File: src/rtl/tpts_pkg.sv
`timescale 1ns / 1ps
// Shared types and constants for the timer pool tick scheduler.
// No dependencies; imported by every module of the block.
package tpts_pkg;

  localparam int unsigned ElapsedW   = 24;
  localparam logic [ElapsedW-1:0] ElapsedMax = 24'hFF_FFFF;
  localparam int unsigned MaxResults = 16;
  localparam logic [7:0]  TpsReset   = 8'd40;

  typedef enum logic [2:0] {
    CMD_CREATE = 3'd0,
    CMD_START  = 3'd1,
    CMD_STOP   = 3'd2,
    CMD_CLOSE  = 3'd3,
    CMD_TICK   = 3'd4
  } cmd_e;

  typedef enum logic [2:0] {
    ST_CREATED = 3'd0,
    ST_FULL    = 3'd1,
    ST_DONE    = 3'd2,
    ST_NOALLOC = 3'd3,
    ST_EXPIRED = 3'd4
  } status_e;

  typedef enum logic [2:0] {
    S_IDLE,
    S_ALLOC,
    S_CMD_WR,
    S_SWEEP,
    S_FLUSH
  } state_e;

  // One timer entry as held in the entry memory.
  typedef struct packed {
    logic                rep;
    logic [15:0]         period;
    logic [ElapsedW-1:0] elapsed;
    logic [15:0]         owner;
  } entry_t;

  typedef struct packed {
    logic [2:0]  cmd;
    logic [3:0]  id;
    logic [15:0] owner;
    logic        rep;
    logic [15:0] period;
  } req_t;

  typedef struct packed {
    status_e     status;
    logic [3:0]  timer;
    logic [15:0] owner;
  } res_t;

  typedef struct packed {
    logic valid;
    res_t res;
    logic last;
  } push_t;

endpackage

File: src/rtl/timer_pool_tick_scheduler_unit.sv
`timescale 1ns / 1ps
// Timer pool tick scheduler, top level: configuration register, output
// register and the sequencer with its entry memory. Depends on tpts_pkg.
//
// Usage: commands enter on the s_axis channel (tuser = command, tdata =
// timer id, owner, repeat flag, period). Results leave on m_axis (tuser =
// status, tdata = timer and owner, tlast marks the final result of a command).
// ticks_per_second is written on the cfg channel, always ready; the user must write
// it only while idle, which the block leaves unchecked. One command is taken at a
// time; s_axis_tready is high only when idle. Command sequences:
//   start, stop, close: entry read, then S_CMD_WR, then the result from S_FLUSH;
//   bad timer id: a NOALLOC result straight from S_FLUSH;
//   create: scan for the lowest free entry, then S_FLUSH (FULL if none is free);
//   tick: the sweep visits one entry per cycle, unless stalled, reading active entries
//   through the single memory read port; the final result comes from S_FLUSH, and a
//   tick with no expiry gives no result.
// A stalled m_axis holds its transaction; the sweep freezes only when a
// second expiry result is waiting, and resumes once the receiver takes one.
// Reset frees and deactivates every timer and sets ticks_per_second to 40;
// entry memory contents need no clearing, as an entry is written on create.
module timer_pool_tick_scheduler_unit #(
  parameter int unsigned TIMER_COUNT = 16
) (
  input  logic        clk_i,
  input  logic        rst_ni,
  input  logic        cfg_valid_i,
  output logic        cfg_ready_o,
  input  logic [7:0]  cfg_data_i,     // ticks_per_second
  input  logic        s_axis_tvalid,
  output logic        s_axis_tready,
  input  logic [39:0] s_axis_tdata,   // timer_id, owner_handle, repeat_req, period_seconds
  input  logic [2:0]  s_axis_tuser,   // command
  output logic        m_axis_tvalid,
  input  logic        m_axis_tready,
  output logic [23:0] m_axis_tdata,   // result_timer, result_owner
  output logic [2:0]  m_axis_tuser,   // status
  output logic        m_axis_tlast
);
  import tpts_pkg::*;

  localparam int unsigned IdxW = (TIMER_COUNT > 1) ? $clog2(TIMER_COUNT) : 1;

  logic [7:0]      tps_q;
  req_t            req;
  push_t           push;
  logic            slot_free;
  logic            out_v_q;
  res_t            out_res_q;
  logic            out_last_q;
  logic            rd_en;
  logic [IdxW-1:0] rd_addr;
  entry_t          rd_data;
  logic            wr_en;
  logic [IdxW-1:0] wr_addr;
  entry_t          wr_data;

  assign cfg_ready_o = 1'b1;

  always_ff @(posedge clk_i or negedge rst_ni) begin
    if (!rst_ni) begin
      tps_q <= TpsReset;
    end else if (cfg_valid_i) begin
      tps_q <= cfg_data_i;
    end
  end

  assign req = '{cmd: s_axis_tuser, id: s_axis_tdata[3:0], owner: s_axis_tdata[19:4],
                 rep: s_axis_tdata[20], period: s_axis_tdata[36:21]};

  assign slot_free = !out_v_q || m_axis_tready;

  tpts_ctrl #(
    .TimerCount (TIMER_COUNT)
  ) u_ctrl (
    .clk_i       (clk_i),
    .rst_ni      (rst_ni),
    .tps_i       (tps_q),
    .in_valid_i  (s_axis_tvalid),
    .in_ready_o  (s_axis_tready),
    .req_i       (req),
    .slot_free_i (slot_free),
    .push_o      (push),
    .rd_en_o     (rd_en),
    .rd_addr_o   (rd_addr),
    .rd_data_i   (rd_data),
    .wr_en_o     (wr_en),
    .wr_addr_o   (wr_addr),
    .wr_data_o   (wr_data)
  );

  tpts_entry_ram #(
    .Depth (TIMER_COUNT)
  ) u_ram (
    .clk_i     (clk_i),
    .rd_en_i   (rd_en),
    .rd_addr_i (rd_addr),
    .rd_data_o (rd_data),
    .wr_en_i   (wr_en),
    .wr_addr_i (wr_addr),
    .wr_data_i (wr_data)
  );

  // hold the result transaction until taken
  always_ff @(posedge clk_i or negedge rst_ni) begin
    if (!rst_ni) begin
      out_v_q <= 1'b0;
    end else if (push.valid) begin
      out_v_q <= 1'b1;
    end else if (m_axis_tready) begin
      out_v_q <= 1'b0;
    end
  end

  always_ff @(posedge clk_i) begin
    if (push.valid) begin
      out_res_q  <= push.res;
      out_last_q <= push.last;
    end
  end

  assign m_axis_tvalid = out_v_q;
  assign m_axis_tdata  = {4'd0, out_res_q.owner, out_res_q.timer};
  assign m_axis_tuser  = 3'(out_res_q.status);
  assign m_axis_tlast  = out_last_q;

  a_push_into_free_slot : assert property (@(posedge clk_i) disable iff (!rst_ni)
    push.valid |-> (!out_v_q || m_axis_tready))
    else $error("result pushed over a held transaction");

  a_idle_no_push : assert property (@(posedge clk_i) disable iff (!rst_ni)
    s_axis_tready |-> !push.valid)
    else $error("result produced while idle");

  a_last_returns_idle : assert property (@(posedge clk_i) disable iff (!rst_ni)
    (push.valid && push.last) |=> s_axis_tready)
    else $error("not idle after final result");

endmodule

File: src/rtl/tpts_entry_ram.sv
`timescale 1ns / 1ps
// Timer entry memory: one write port, one read port, registered read data.
// Depends on tpts_pkg for the entry layout.
module tpts_entry_ram #(
  parameter int unsigned Depth = 16
) (
  input  logic                                        clk_i,
  input  logic                                        rd_en_i,
  input  logic [((Depth > 1) ? $clog2(Depth) : 1)-1:0] rd_addr_i,
  output tpts_pkg::entry_t                            rd_data_o,
  input  logic                                        wr_en_i,
  input  logic [((Depth > 1) ? $clog2(Depth) : 1)-1:0] wr_addr_i,
  input  tpts_pkg::entry_t                            wr_data_i
);
  import tpts_pkg::*;

  entry_t mem_q [Depth];
  entry_t rd_data_q;

  always_ff @(posedge clk_i) begin
    if (wr_en_i) begin
      mem_q[wr_addr_i] <= wr_data_i;
    end
  end

  always_ff @(posedge clk_i) begin
    if (rd_en_i) begin
      rd_data_q <= mem_q[rd_addr_i];
    end
  end

  assign rd_data_o = rd_data_q;

endmodule

File: src/rtl/tpts_ctrl.sv
`timescale 1ns / 1ps
// Command sequencer: allocation scan, start read-modify-write, stop/close read and
// flag update, and the pipelined tick sweep over the entry memory. Depends on tpts_pkg.
module tpts_ctrl #(
  parameter int unsigned TimerCount = 16
) (
  input  logic                                              clk_i,
  input  logic                                              rst_ni,
  input  logic [7:0]                                        tps_i,
  input  logic                                              in_valid_i,
  output logic                                              in_ready_o,
  input  tpts_pkg::req_t                                    req_i,
  input  logic                                              slot_free_i,
  output tpts_pkg::push_t                                   push_o,
  output logic                                              rd_en_o,
  output logic [((TimerCount > 1) ? $clog2(TimerCount) : 1)-1:0] rd_addr_o,
  input  tpts_pkg::entry_t                                  rd_data_i,
  output logic                                              wr_en_o,
  output logic [((TimerCount > 1) ? $clog2(TimerCount) : 1)-1:0] wr_addr_o,
  output tpts_pkg::entry_t                                  wr_data_o
);
  import tpts_pkg::*;

  localparam int unsigned IdxW  = (TimerCount > 1) ? $clog2(TimerCount) : 1;
  localparam int unsigned CntW  = $clog2(TimerCount + 1);
  localparam int unsigned NresW = $clog2(MaxResults + 1);
  localparam logic [CntW-1:0] ScanEnd = CntW'(TimerCount);

  state_e               state_q, state_d;
  logic [CntW-1:0]      scan_q, scan_d;
  req_t                 req_q, req_d;
  logic                 s1_v_q, s1_v_d;
  logic [IdxW-1:0]      s1_idx_q, s1_idx_d;
  logic                 s2_v_q, s2_v_d;
  logic [IdxW-1:0]      s2_idx_q, s2_idx_d;
  entry_t               s2_ent_q, s2_ent_d;
  logic [ElapsedW-1:0]  s2_limit_q, s2_limit_d;
  logic                 pend_v_q, pend_v_d;
  res_t                 pend_q, pend_d;
  logic [NresW-1:0]     nres_q, nres_d;
  logic [TimerCount-1:0] alloc_q, alloc_d;
  logic [TimerCount-1:0] active_q, active_d;

  logic [IdxW-1:0]      scan_idx;
  logic [IdxW-1:0]      in_idx;
  logic [IdxW-1:0]      req_idx;
  logic                 in_id_ok;
  logic                 expire;
  logic                 report;
  logic                 stall;
  entry_t               wb_ent;

  assign scan_idx = scan_q[IdxW-1:0];
  assign in_idx   = IdxW'(req_i.id);
  assign req_idx  = IdxW'(req_q.id);
  assign in_id_ok = (32'(req_i.id) < 32'(TimerCount)) && alloc_q[in_idx];
  assign expire   = s2_ent_q.elapsed >= s2_limit_q;
  assign report   = expire && (nres_q < NresW'(MaxResults));
  assign stall    = s2_v_q && report && pend_v_q && !slot_free_i;

  always_comb begin
    wb_ent         = s2_ent_q;
    wb_ent.elapsed = expire ? '0 : s2_ent_q.elapsed;
  end

  always_comb begin
    state_d    = state_q;
    scan_d     = scan_q;
    req_d      = req_q;
    s1_v_d     = s1_v_q;
    s1_idx_d   = s1_idx_q;
    s2_v_d     = s2_v_q;
    s2_idx_d   = s2_idx_q;
    s2_ent_d   = s2_ent_q;
    s2_limit_d = s2_limit_q;
    pend_v_d   = pend_v_q;
    pend_d     = pend_q;
    nres_d     = nres_q;
    alloc_d    = alloc_q;
    active_d   = active_q;
    in_ready_o = 1'b0;
    push_o     = '0;
    rd_en_o    = 1'b0;
    rd_addr_o  = scan_idx;
    wr_en_o    = 1'b0;
    wr_addr_o  = s2_idx_q;
    wr_data_o  = wb_ent;

    case (state_q)
      S_IDLE: begin
        in_ready_o = 1'b1;
        if (in_valid_i) begin
          req_d    = req_i;
          scan_d   = '0;
          nres_d   = '0;
          pend_v_d = 1'b0;
          s1_v_d   = 1'b0;
          s2_v_d   = 1'b0;
          case (cmd_e'(req_i.cmd))
            CMD_CREATE: begin
              state_d = S_ALLOC;
            end
            CMD_START, CMD_STOP, CMD_CLOSE: begin
              if (in_id_ok) begin
                rd_en_o   = 1'b1;
                rd_addr_o = in_idx;
                state_d   = S_CMD_WR;
              end else begin
                pend_d   = '{status: ST_NOALLOC, timer: req_i.id, owner: 16'd0};
                pend_v_d = 1'b1;
                state_d  = S_FLUSH;
              end
            end
            CMD_TICK: begin
              state_d = S_SWEEP;
            end
            default: begin
            end
          endcase
        end
      end

      S_ALLOC: begin
        if (scan_q == ScanEnd) begin
          pend_d   = '{status: ST_FULL, timer: 4'd0, owner: req_q.owner};
          pend_v_d = 1'b1;
          state_d  = S_FLUSH;
        end else if (!alloc_q[scan_idx]) begin
          wr_en_o   = 1'b1;
          wr_addr_o = scan_idx;
          wr_data_o = '{rep: 1'b0, period: 16'd0, elapsed: '0, owner: req_q.owner};
          alloc_d[scan_idx]  = 1'b1;
          active_d[scan_idx] = 1'b0;
          pend_d   = '{status: ST_CREATED, timer: 4'(scan_q), owner: req_q.owner};
          pend_v_d = 1'b1;
          state_d  = S_FLUSH;
        end else begin
          scan_d = scan_q + CntW'(1);
        end
      end

      S_CMD_WR: begin
        case (cmd_e'(req_q.cmd))
          CMD_START: begin
            wr_en_o   = 1'b1;
            wr_addr_o = req_idx;
            wr_data_o = '{rep: req_q.rep, period: req_q.period,
                          elapsed: rd_data_i.elapsed, owner: rd_data_i.owner};
            active_d[req_idx] = 1'b1;
          end
          CMD_STOP: begin
            active_d[req_idx] = 1'b0;
          end
          CMD_CLOSE: begin
            active_d[req_idx] = 1'b0;
            alloc_d[req_idx]  = 1'b0;
          end
          default: begin
          end
        endcase
        pend_d   = '{status: ST_DONE, timer: req_q.id, owner: rd_data_i.owner};
        pend_v_d = 1'b1;
        state_d  = S_FLUSH;
      end

      S_SWEEP: begin
        if (!stall) begin
          // write back and report the entry in the last stage
          if (s2_v_q) begin
            wr_en_o = 1'b1;
            if (expire && !s2_ent_q.rep) begin
              active_d[s2_idx_q] = 1'b0;
            end
            if (report) begin
              if (pend_v_q) begin
                push_o = '{valid: 1'b1, res: pend_q, last: 1'b0};
              end
              pend_d   = '{status: ST_EXPIRED, timer: 4'(s2_idx_q), owner: s2_ent_q.owner};
              pend_v_d = 1'b1;
              nres_d   = nres_q + NresW'(1);
            end
          end
          // advance the count and form the expiry limit
          s2_v_d           = s1_v_q;
          s2_idx_d         = s1_idx_q;
          s2_ent_d         = rd_data_i;
          s2_ent_d.elapsed = (rd_data_i.elapsed == ElapsedMax) ? rd_data_i.elapsed
                                                               : rd_data_i.elapsed + 24'd1;
          s2_limit_d       = 24'(tps_i) * 24'(rd_data_i.period);
          // read the next active entry
          if (scan_q != ScanEnd) begin
            rd_en_o  = active_q[scan_idx];
            s1_v_d   = active_q[scan_idx];
            s1_idx_d = scan_idx;
            scan_d   = scan_q + CntW'(1);
          end else begin
            s1_v_d = 1'b0;
          end
          if (scan_q == ScanEnd && !s1_v_q && !s2_v_q) begin
            state_d = pend_v_q ? S_FLUSH : S_IDLE;
          end
        end
      end

      S_FLUSH: begin
        if (slot_free_i) begin
          push_o   = '{valid: 1'b1, res: pend_q, last: 1'b1};
          pend_v_d = 1'b0;
          state_d  = S_IDLE;
        end
      end

      default: begin
        state_d = S_IDLE;
      end
    endcase
  end

  always_ff @(posedge clk_i or negedge rst_ni) begin
    if (!rst_ni) begin
      state_q  <= S_IDLE;
      scan_q   <= '0;
      s1_v_q   <= 1'b0;
      s2_v_q   <= 1'b0;
      pend_v_q <= 1'b0;
      nres_q   <= '0;
      alloc_q  <= '0;
      active_q <= '0;
    end else begin
      state_q  <= state_d;
      scan_q   <= scan_d;
      s1_v_q   <= s1_v_d;
      s2_v_q   <= s2_v_d;
      pend_v_q <= pend_v_d;
      nres_q   <= nres_d;
      alloc_q  <= alloc_d;
      active_q <= active_d;
    end
  end

  always_ff @(posedge clk_i) begin
    req_q      <= req_d;
    s1_idx_q   <= s1_idx_d;
    s2_idx_q   <= s2_idx_d;
    s2_ent_q   <= s2_ent_d;
    s2_limit_q <= s2_limit_d;
    pend_q     <= pend_d;
  end

endmodule
File: config.mk
export PLATFORM = sky130hd
export DESIGN_NAME = timer_pool_tick_scheduler_unit
export DESIGN_NICKNAME = d
export VERILOG_FILES = /design/src/rtl/tpts_pkg.sv /design/src/rtl/timer_pool_tick_scheduler_unit.sv /design/src/rtl/tpts_entry_ram.sv /design/src/rtl/tpts_ctrl.sv
export SDC_FILE = /design/constraint.sdc
export NUM_CORES = 2
export LEC_CHECK = 0
export BUFFER_PORTS_ARGS = -buffer_cell sky130_fd_sc_hd__buf_2
export CORE_MARGIN = 4
export CORE_UTILIZATION = 45
export DETAILED_ROUTE_END_ITERATION = 8
export PLACE_DENSITY_LB_ADDON = 0.2
export SLEW_MARGIN = 20
export SYNTH_ARGS = -nofsm -noshare
export SYNTH_HDL_FRONTEND = slang
export SYNTH_HIERARCHICAL = 1
export SYNTH_SLANG_ARGS = --single-unit
export TNS_END_PERCENT = 5
File: constraint.sdc
create_clock -name clk_i -period 27.8 [get_ports clk_i]
set_clock_uncertainty 0.15 [all_clocks]
set_input_delay 1.39 -clock clk_i [delete_from_list [all_inputs] [get_ports clk_i]]
set_output_delay 1.39 -clock clk_i [all_outputs]
set_load 0.05 [all_outputs]
-- Word level (Yosys, flattened, before mapping)
Memories as Yosys holds them, arrays and structs flattened. A register that Yosys moved wholly into a read port is not among the register bits.
Index checks and enable logic that the tools add are counted.
- flip-flop bits (word level): 233
- bits in writable memories: 912
- input port bits: 56
- output and inout bits: 31
- word-level logic and storage cells: 226
- memories: 1
- memories (memory ; depth ; bits a word ; rd ports ; clocked after memory_dff ; write ports ; RTL line ; text):
    u_ram.mem_q ; 16 ; 57 ; 1 ; 1 ; 1 ; tpts_entry_ram.sv:17 ; entry_t mem_q [Depth];
- add/subtract/negate cells: 3
- multiply operators: 1
- order comparisons: 9
- equality and inequality tests: 31
- multiplexer cells: 104
- bitwise logic cells: 10
- reductions and logical operators: 38
- operators by type and width (cell ; count):
    two-way mux 23 bit ; 8
    two-way mux 57 bit ; 3
    two-way mux 16 bit ; 8
    two-way mux 25 bit ; 5
    one-hot mux 57 bit (2 select lines) ; 1
    one-hot mux 23 bit (4 select lines) ; 1
    bitwise AND 16 bit ; 4
    one-hot mux 16 bit (2 select lines) ; 2
    one-hot mux 25 bit (2 select lines) ; 1
    two-way mux 24 bit ; 2
    NOT 16 bit ; 3
    one-hot mux 16 bit (3 select lines) ; 1
    two-way mux 5 bit ; 8
    two-way mux 1 bit ; 33
    OR 16 bit ; 2
    two-way mux 4 bit ; 7
    adder 24 x 1 -> 24 bit (second input constant) ; 1
    equality test 24 bit (second input constant) ; 1
    greater-or-equal comparator 24 bit ; 1
    multiplier 8 x 16 -> 24 bit ; 1
    two-way mux 3 bit ; 8
    less-than comparator 4 x 5 -> 1 bit (second input constant) ; 4
    equality test 3 x 2 -> 1 bit (second input constant) ; 6
    inequality test 2 x 1 -> 1 bit (second input constant) ; 8
    other kinds (39) ; 77

-- Longest topological paths before layout
- word-level depth: 10
- gate-level depth with buffers: 19
- gate-level depth less buffers: 18

-- Hierarchy
Netlist, hierarchy kept.
- modules (own cells, without submodules) (module ; instances ; cells each ; area each (um2) ; sequential area each (um2)):
    tpts_entry_ram ; 1 ; 1470 ; 35824.4 ; 29097.9
    tpts_ctrl ; 1 ; 1457 ; 14702.9 ; 5765.5
    timer_pool_tick_scheduler_unit ; 1 ; 51 ; 1137.3 ; 948.4

-- Worst setup path after synthesis
Ideal clock, no wire load.
- path type: input-to-reg
- start: in m_axis_tready
- end: mem u_ram/mem_q[0][0] (netlist bit), enable pin
- library setup time: 542 ps
- arrival: 10821 ps
- required time: 27108 ps
- slack: 16287 ps
- cell stages on the path: 7
- buffers on the path: 0
- cell sequence: nand2b_1 -> nor2_1 -> a21oi_1 -> nand2_1 -> nand2_1 -> or3b_2 -> nor3_1
- word-level cells in the longest chain between the ends: 7
- RTL lines (what ; RTL line ; text):
    start, declared ; timer_pool_tick_scheduler_unit.sv:34 ; input logic m_axis_tready,
    logical OR 1 bit ; timer_pool_tick_scheduler_unit.sv:70 ; assign slot_free = !out_v_q || m_axis_tready;
    zero test 1 bit ; tpts_ctrl.sv:59 ; assign stall = s2_v_q && report && pend_v_q && !slot_free_i;
    logical AND 1 bit ; tpts_ctrl.sv:59 ;
    two-way mux 1 bit ; tpts_ctrl.sv:167 ; if (!stall) begin
    one-hot mux 1 bit (3 select lines) ; tpts_ctrl.sv:89 ; case (state_q)
    net wr_en ; timer_pool_tick_scheduler_unit.sv:53 ; logic wr_en;
    two-way mux 1 bit ; tpts_entry_ram.sv:21 ; if (wr_en_i) begin
    two-way mux 1 bit (not written as such) ; tpts_entry_ram.sv:22 ; mem_q[wr_addr_i] <= wr_data_i;
    end, declared ; tpts_entry_ram.sv:17 ;
The timed path passes the listed nets, and every way through them passes these cells.

-- Worst setup path in the final report
- start: reg u_ctrl.state_q[2]
- end: reg u_ram/rd_data_o[28] (netlist name)
- word-level cells in the longest chain between the ends: 2
- elaborated cells on any way between the ends: 4
- those cells by class: 1 x eq/ne; 2 x mux; 1 x reduce/logical
- RTL lines (what ; RTL line ; text):
    start, declared ; tpts_ctrl.sv:29 ; state_e state_q, state_d;
    start signal, assigned ; tpts_ctrl.sv:230 ; state_q <= state_d;
    zero test 3 bit ; tpts_ctrl.sv:89 ;
    two-way mux 4 bit ; tpts_ctrl.sv:89 ;
    net rd_addr[0] ; timer_pool_tick_scheduler_unit.sv:51 ; logic [IdxW-1:0] rd_addr;
The timed path passes the listed nets, and every way through them passes these cells.
A chain may end at the register's enable or synchronous reset.

==> results.cfg <==
[run_status]
status = completed

[grt]
grt_pass1_vias = 29449
grt-ovfl-total = 0
grt_pass1_wl_um = 193000
antenna_found_initial = 1
grt_start_max_net_pins = 95
grt_usage_pct = 21.4

[synthesis]
ys.flop_type = edfxtp_1
synth_edf_count = 1145
synthCells = 2978
ys_ff_latch = 1202
syn_area_um2 = 51700
ys_seq_area_share_pct = 69.3
synth_area_per_cell_um2 = 17.3
async_reset_ff_share_pct = 4.74
ys_warn_count = 6
synthDistinctLibCells = 74

[cells_and_area]
diodes = 0
fin_cells = 4711
area_growth_pct = 12.6
nNetsFinal = 3312
post-route-util_pct = 50.9
drive_above_1_share_pct = 19.8
fill_cells = 9352

[timing]
fmax_ghz = 0.157
rsz0062_at_grt = no
relSlewSlack_pct = 18.3
tightestPinTransition_ps = 1220
period_share_pct = 22.9
min_period_ps = 6370
setup_viol = 0
slew_violations = 0
tns_ps = 0
hold_viol = 0

[critical_path]
ff2ff_setup_slack_ps = 21430
crit_type = reg -> reg
ff2ff_path_depth = 13
critPathTopFamily = buffers and inverters
cp.arrival_ps = 6660
max_stage_delay_ps = 840
timing.rr.start = u_ctrl/state_q[2]
cp_cell_sequence = buf_4, or3_1, inv_1, and2_2, buf_4, and2_1, nand2b_1, mux2_8, buf_4, buf_6, mux4_2, a22oi_1, nand2_1
end_kind = flip-flop
cp_num_buf_inv = 5
critPathMaxFanout = 54
slowest_stage = buf_4
r2r_end = u_ram/rd_data_o[28]
cpMostUsedCell = buf_4
startpoint_type = flip-flop
required_ps = 28100

[min_path]
min_path_cells = 0
hold_class = reg -> reg
hold_start = u_ctrl/s1_idx_q[3]
hold_end = u_ctrl/s2_idx_q[3]

[clock_network]
cts_sinks = 1202
cts_setup_buffers = 0
ctsHoldBuffers = 0
clkTransAtPathRegs_ps = 60
cts_buffers = 120
cts_resized = 0
htreeDepth = 3
clockBufferDepth = 3
cts_tree = done
clk_latency_ps = 720
cts_root_buffer = clkbuf_16

[placement]
dp_cells = 4486
place_hpwl_um = 71600
port_buffers = 78
place.gp.congestion = 0.833

[drt]
postRouteWirelength_um = 130000
drc = 0
post_drt_wl_per_cell_um = 27.5
vias_per_cell = 5.99
drtIter0Drc = 2745
final_antenna_net_count = 0
vias = 28210
drt-pass1-iter-count = 5

[power_and_ir_drop]
irDropWorstVdd_mv = 0.100
p_leak_uw = 0.0195
finalPower_uw = 5870
power_density_nw_per_um2 = 101

[flow_run]
cap_violations = 0

[floorplan]
core_um2 = 114000
die_height_um = 347
rows = 124
die_w_um = 347
die_area_um2 = 120000
start_util_pct = 45.2
ios = 87
-- how the worst max path moves through the flow --
stage / from / end / depth (start not counted)
floorplan: m_axis_tready / u_ram/mem_q[0][0] / 7
global placement: s_axis_tdata[0] / u_ram/rd_data_o[28] / 11
detailed placement: s_axis_tdata[0] / u_ram/rd_data_o[28] / 11
CTS: u_ctrl/state_q[2] / u_ram/rd_data_o[28] / 13
global route: u_ctrl/state_q[2] / u_ram/rd_data_o[17] / 13
finish: u_ctrl/state_q[2] / u_ram/rd_data_o[28] / 13
-- cells by family after synthesis --
kind of cell | share of synthesized area (%)
mux | 11.4
flops | 69.3
other cells | 0.0145
xor+xnor | 0.695
compound gates | 5.50
fa+ha+maj | 5.05
buf+inv | 2.41
simple gates | 5.57
-- per-layer routing --
metal	wire (µm)	global-route usage, %	vias to the layer above
met2	63500	35.4	1117
met3	8540	2.92	190
met4	2870	5.88	0
met1	54600	30.3	15013
li1	-	-	11890
met5	0	0	-
-- cell type report --
cell class	instances	area, µm²	area share (%)
Inverter	133	499	0.858
Sequential cell	1202	35800	61.6
Tap cell	1512	1890	3.25
Timing Repair Buffer	152	1010	1.74
Multi-Input combinational cell	1489	14800	25.5
Clock buffer	147	3150	5.41
Clock inverter	76	963	1.66
-- through the flow --
step           hold slack, ps  area (µm²)  worst slack, ps
6_report                  270       58200            21430
5_1_grt                   281       58200            20870
4_1_cts                   271       58100            20980
3_5_place_dp              256       54000            20510
3_3_place_gp              252       54000            20600
2_1_floorplan             250       51700            16290
-- sequential cells by signal, indices dropped and copies added (netlist names), 3 cells and up, named ones only --
| register | count |
|---|---|
| u_ctrl/state_q | 3 |
| tps_q | 8 |
| u_ctrl/s1_idx_q | 4 |
| m_axis_tuser | 3 |
| u_ctrl/s2_limit_q | 24 |
| u_ctrl/pend_q | 23 |
| u_ctrl/req_idx | 4 |
| u_ctrl/nres_q | 5 |
| u_ctrl/alloc_q | 16 |
| u_ctrl/req_q | 36 |
| u_ctrl/s2_idx_q | 4 |
| u_ram/mem_q | 912 |
| u_ram/rd_data_o | 57 |
| u_ctrl/scan_q | 5 |
| u_ctrl/s2_ent_q | 57 |
| m_axis_tdata | 20 |
-- synthesized netlist by cell type, drive strengths merged, types with 15 or more instances --
master,count,area share (%)
nor2,78,0.57
nand2,225,1.6
a31oi,17,0.21
a22oi,152,2.2
buf,66,0.79
clkbuf,91,0.66
and2,138,1.7
mux4,241,11
inv,132,0.96
nor3,15,0.15
nor2b,15,0.18
nand3,49,0.47
nand4,25,0.30
dfrtp,55,2.7
xnor2,30,0.51
nand2b,19,0.23
edfxtp,1145,67
a22o,24,0.41
a21oi,63,0.62
o21ai,86,0.84
mux2,31,0.73
fa,84,3.3
ha,74,1.8
-- layout by cell type, fill, tap and decap left out, drive strengths merged, types with 5 or more instances in the layout --
cell type  netlist  layout
a21o            10      10
nand4           25      25
and4             5       5
a21oi           63      63
and3            12      12
fa              84      84
nand2          225     225
mux2            31      31
clkinvlp         0       5
inv            132     139
and2           138     138
a22oi          152     152
mux4           241     241
nor2b           15      15
nor2            78      78
a211oi           5       5
clkinv           1      44
nand3           49      49
a31oi           17      17
clkbuf          91     147
bufinv           0      21
edfxtp        1145    1145
mux2i            9       9
dfrtp           55      55
o21ai           86      86
buf             66     152
xnor2           30      30
o31ai            7       7
a22o            24      24
o41ai            5       5
nor3            15      15
ha              74      74
xor2            11      11
conb             2       5
nand2b          19      19
-- power by group --
part	internal [µW]	leakage [µW]	switching, µW	total (µW)
clock	999	0.00199	685	1680
sequential	2240	0.0110	89.2	2330
combinational	750	0.00654	1100	1850
total	3990	0.0195	1880	5870
No activity file was read; power rests on OpenSTA's default activity.
